===== config.mk =====
export PLATFORM = sky130hd
export DESIGN_NAME = hdv_mode_scan
export DESIGN_NICKNAME = d
export VERILOG_FILES = /design/src/rtl/hdv_pkg.sv /design/src/rtl/hdv_mode_scan.sv
export SDC_FILE = /design/constraint.sdc
export NUM_CORES = 1
export LEC_CHECK = 0
export CORE_MARGIN = 4
export CORE_UTILIZATION = 60
export DETAILED_ROUTE_END_ITERATION = 6
export DONT_BUFFER_PORTS = 1
export HOLD_SLACK_MARGIN = 0.1
export PLACE_DENSITY = 0.8
export SYNTH_ARGS = -nofsm -noshare
export SYNTH_HDL_FRONTEND = slang
export SYNTH_SLANG_ARGS = --single-unit

===== constraint.sdc =====
create_clock -name clk -period 4.4 [get_ports clk]
set_clock_uncertainty 0.2 [all_clocks]
set_input_delay 0.66 -clock clk [delete_from_list [all_inputs] [get_ports clk]]
set_output_delay 0.66 -clock clk [all_outputs]
set_load 0.02 [all_outputs]

===== src/rtl/hdv_pkg.sv =====
package hdv_pkg;

  localparam int BIN_W = 17;
  localparam logic [BIN_W-1:0] BIN_SAT = {BIN_W{1'b1}};

  localparam int PIX_W = 11;
  localparam int DIM_W = 9;
  localparam int DV_W  = 8;
  localparam int ST_W  = 2;

  localparam logic CFG_ROWS = 1'b0;
  localparam logic CFG_COLS = 1'b1;

  localparam logic [ST_W-1:0] STATUS_OK       = 2'd0;
  localparam logic [ST_W-1:0] STATUS_SIZE_ERR = 2'd1;
  localparam logic [ST_W-1:0] STATUS_FMT_ERR  = 2'd2;

  typedef enum logic [1:0] {
    ST_SCAN,
    ST_RUN,
    ST_DRAIN,
    ST_FINISH
  } state_t;

  typedef struct packed {
    logic valid;
    logic first;
  } scan_ctl_t;

endpackage


===== src/rtl/hdv_mode_scan.sv =====
module hdv_mode_scan #(
  parameter int AW = 8
) (
  input  logic                       clk,
  input  hdv_pkg::scan_ctl_t         ctl,
  input  logic [AW-1:0]              idx,
  input  logic [hdv_pkg::BIN_W-1:0]  rd_data,
  output logic [AW-1:0]              best_val,
  output logic [hdv_pkg::BIN_W-1:0]  best_cnt
);

  // strict greater keeps the smallest value on ties
  always_ff @(posedge clk) begin
    if (ctl.valid && (ctl.first || (rd_data > best_cnt))) begin
      best_val <= idx;
      best_cnt <= rd_data;
    end
  end

endmodule


==> qor.csv <==
stage,metric,value,unit
status,status,"complete, no violations",
setup_path,r2r_start,best_cnt[15],
pwr,p_leak,0.545,nW
clocking,cts_tree,done,
setup_path,crit_path_start_kind,flop,
sta,min_period,2830,ps
route,num_vias,671,
route,ant_nets,0,
sta,rsz0062_at_grt,no,
clocking,cts_resized,0,
worst_hold_path,hold_class,in2reg,
cells_and_area,seqCellArea,751,µm²
pwr,ir_drop,0.229,mV
global_route,grt_pass1_wl,3080,µm
clocking,cts_root_buffer,clkbuf_4,
route,wire_per_inst,16.9,µm
setup_path,slowest_delay,490,ps
clocking,clock_path_buffers,2,
floorplanning,core-area,1940,µm²
placement,port_buffers,0,
yosys,yosys.cell_count.top_type,edfxtp_1,
yosys,synthesis.nets,132,
setup_path,worst-path-stages,7,
sta,fmaxAchievable,353,MHz
setup_path,critPathSlowestCell,edfxtp_1,
yosys,syn_avg_cell_area,14.1,µm²
global_route,grt_max_degree,19,
floorplanning,rows,16,
yosys,post-synth-top-area-fraction,61.3,%
setup_path,cp_cell_sequence,"inv_1, ha_1, nand4_2, nor4_2, a2111oi_1, a31oi_2, buf_4",
cells_and_area,fillers,145,
floorplanning,initial_core_util,63.1,%
sta,fin_crit_sh,64.4,%
yosys,synth_cell_types,21,
route,routed_wl,2010,µm
yosys,synth.top_cells.by_count,"edfxtp_1 (25), inv_1 (20), ha_1 (17), a21oi_1 (5), nand2_1 (3)",
placement,hpwl,1710,µm
setup_path,path_max_fanout,18,
sta,slew_violations,0,
global_route,antenna_found_initial,0,
setup_path,critical_path_class,reg2reg,
yosys,synth.cell_area,1220,µm²
setup_path,end_kind,flop,
run,drv_cap,0,
cells_and_area,drive_gt1_share,12.0,%
yosys,syn_inst,87,
floorplanning,num_io_pins,53,
sta,setup_viol,0,
route,dr.pass1.iters,4,
setup_path,critPathTopFamily,compound AO/OA/AOI/OAI gates,
global_route,gr-total-overflow,0,
yosys,synth_warnings,0,
sta,whs,237,ps
cells_and_area,multi_input_area,405,µm²
clocking,cts_setup_buffers,0,
clocking,path_clk_slew,120,ps
pwr,pwr_density_cell,352,nW/µm²
route,drt_iter0_markers,6,
route,vias_per_cell,5.64,
placement,place_congestion,0.692,
yosys,ys_async_sr_fraction,0,%
yosys,ys.flop_type,edfxtp_1,
clocking,h-tree-depth,1,
setup_path,startpoint,best_cnt[15],
global_route,grt.total_usage,15.5,%
yosys,yosys.area.top_type,edfxtp_1,
setup_path,worstReg2RegEnd,best_cnt[2],
clocking,cts_hold_buf,0,
clocking,clkLatencyLatePin,310,ps
cells_and_area,antenna_cells,0,
yosys,synth-edff-count,25,
yosys,synth_area_leaders,"edfxtp_1 (61%), ha_1 (17%), inv_1 (6.1%), a21oi_1 (2.0%), nand4_2 (2.0%)",
floorplanning,die-area,2830,µm²
yosys,yosysSeqAreaShare,61.3,%
setup_path,cp_num_buf_inv,2,
floorplanning,die_h,53.2,µm
sta,relSlewSlack,67.9,%
cells_and_area,nets,138,
clocking,cts-buffers-inserted,3,
sta,max_slew.worst_pin.slew,480,ps
route,drc,0,
sta,hold_viol_final,0,
setup_path,required,4210,ps
setup_path,crit_end,best_cnt[2],
setup_path,arrival,2640,ps
cells_and_area,syn_to_final_growth,6.03,%
clocking,cts_num_sinks,25,
yosys,ys_ff_latch,25,
sta,fin_setup_tns,0,ps
global_route,first_global_vias,754,
setup_path,rr_worst_depth,7,
setup_path,reg2reg_slack,1570,ps
floorplanning,die_width,53.2,µm
sequential cells by signal, summed over array words and instances (netlist names):
name and cells:
best_cnt 17, best_val 8
where the power goes:
part	switching [mW]	internal, mW	total, mW
clock network	0.0618	0.0354	0.0972
registers	0.0263	0.283	0.309
logic	0.0306	0.0207	0.0512
cell type report:
type,count,area share (%)
well taps,27,2.60
multi-input cells,42,31.2
repair buffers,1,0.578
inverters,20,5.78
flip-flops and latches,25,57.8
clock buffers,4,2.02
routing by layer:
metal | vias up | part of all wire, % | GRT usage (%) | wire [µm]
li1 | 329 | - | - | -
met1 | 308 | 37 | 14.6 | 734
met2 | 32 | 50 | 25.6 | 996
met3 | 2 | 13 | 8.45 | 265
met4 | 0 | 0.50 | 10.2 | 10
met5 | - | 0 | 0 | 0
kinds of logic after synthesis:
group,count (synthesis),share of synthesized area (%)
DFF,25,61.3
buffers and inverters,20,6.13
adders and majority gates,17,17.4
AOI/OAI and AO/OA,14,7.87
and+or+nand+nor,11,7.35
metrics by stage:
| step | instance area [µm²] | utilization [%] | power, mW | worst slack (ps) | std cells |
|---|---|---|---|---|---|
| final | 1300 | 66.9 | 0.457 | 1570 | 119 |
| after global routing | 1300 | 66.9 | 0.479 | 1330 | 119 |
| after CTS | 1300 | 66.9 | 0.463 | 1530 | 119 |
| after detailed placement | 1270 | 65.5 | 0.367 | 1430 | 115 |
| after global placement | 1270 | 65.5 | 0.365 | 1520 | 115 |
| after floorplan | 1220 | - | 0.354 | 913 | 87 |
how the worst min path moves through the flow:
stage | start | to | slack, ps | cells after the start
after global routing | idx[3] | best_val[3] | 210 | 0
after CTS | rd_data[15] | best_cnt[15] | 220 | 0
after detailed placement | rd_data[6] | best_cnt[6] | 560 | 0
after global placement | idx[1] | best_val[1] | 560 | 0
final | rd_data[15] | best_cnt[15] | 240 | 0
after floorplan | rd_data[0] | best_cnt[0] | 560 | 0
cells in the final DEF, fill, tap and decap left out, types with 2 or more instances in the layout:
cell and instances:
edfxtp_1 25, inv_1 20, ha_1 17, a21oi_1 5
nand2_1 3, clkbuf_4 3, nand4_2 2
Note: power is estimated with default switching activity, not from simulation.
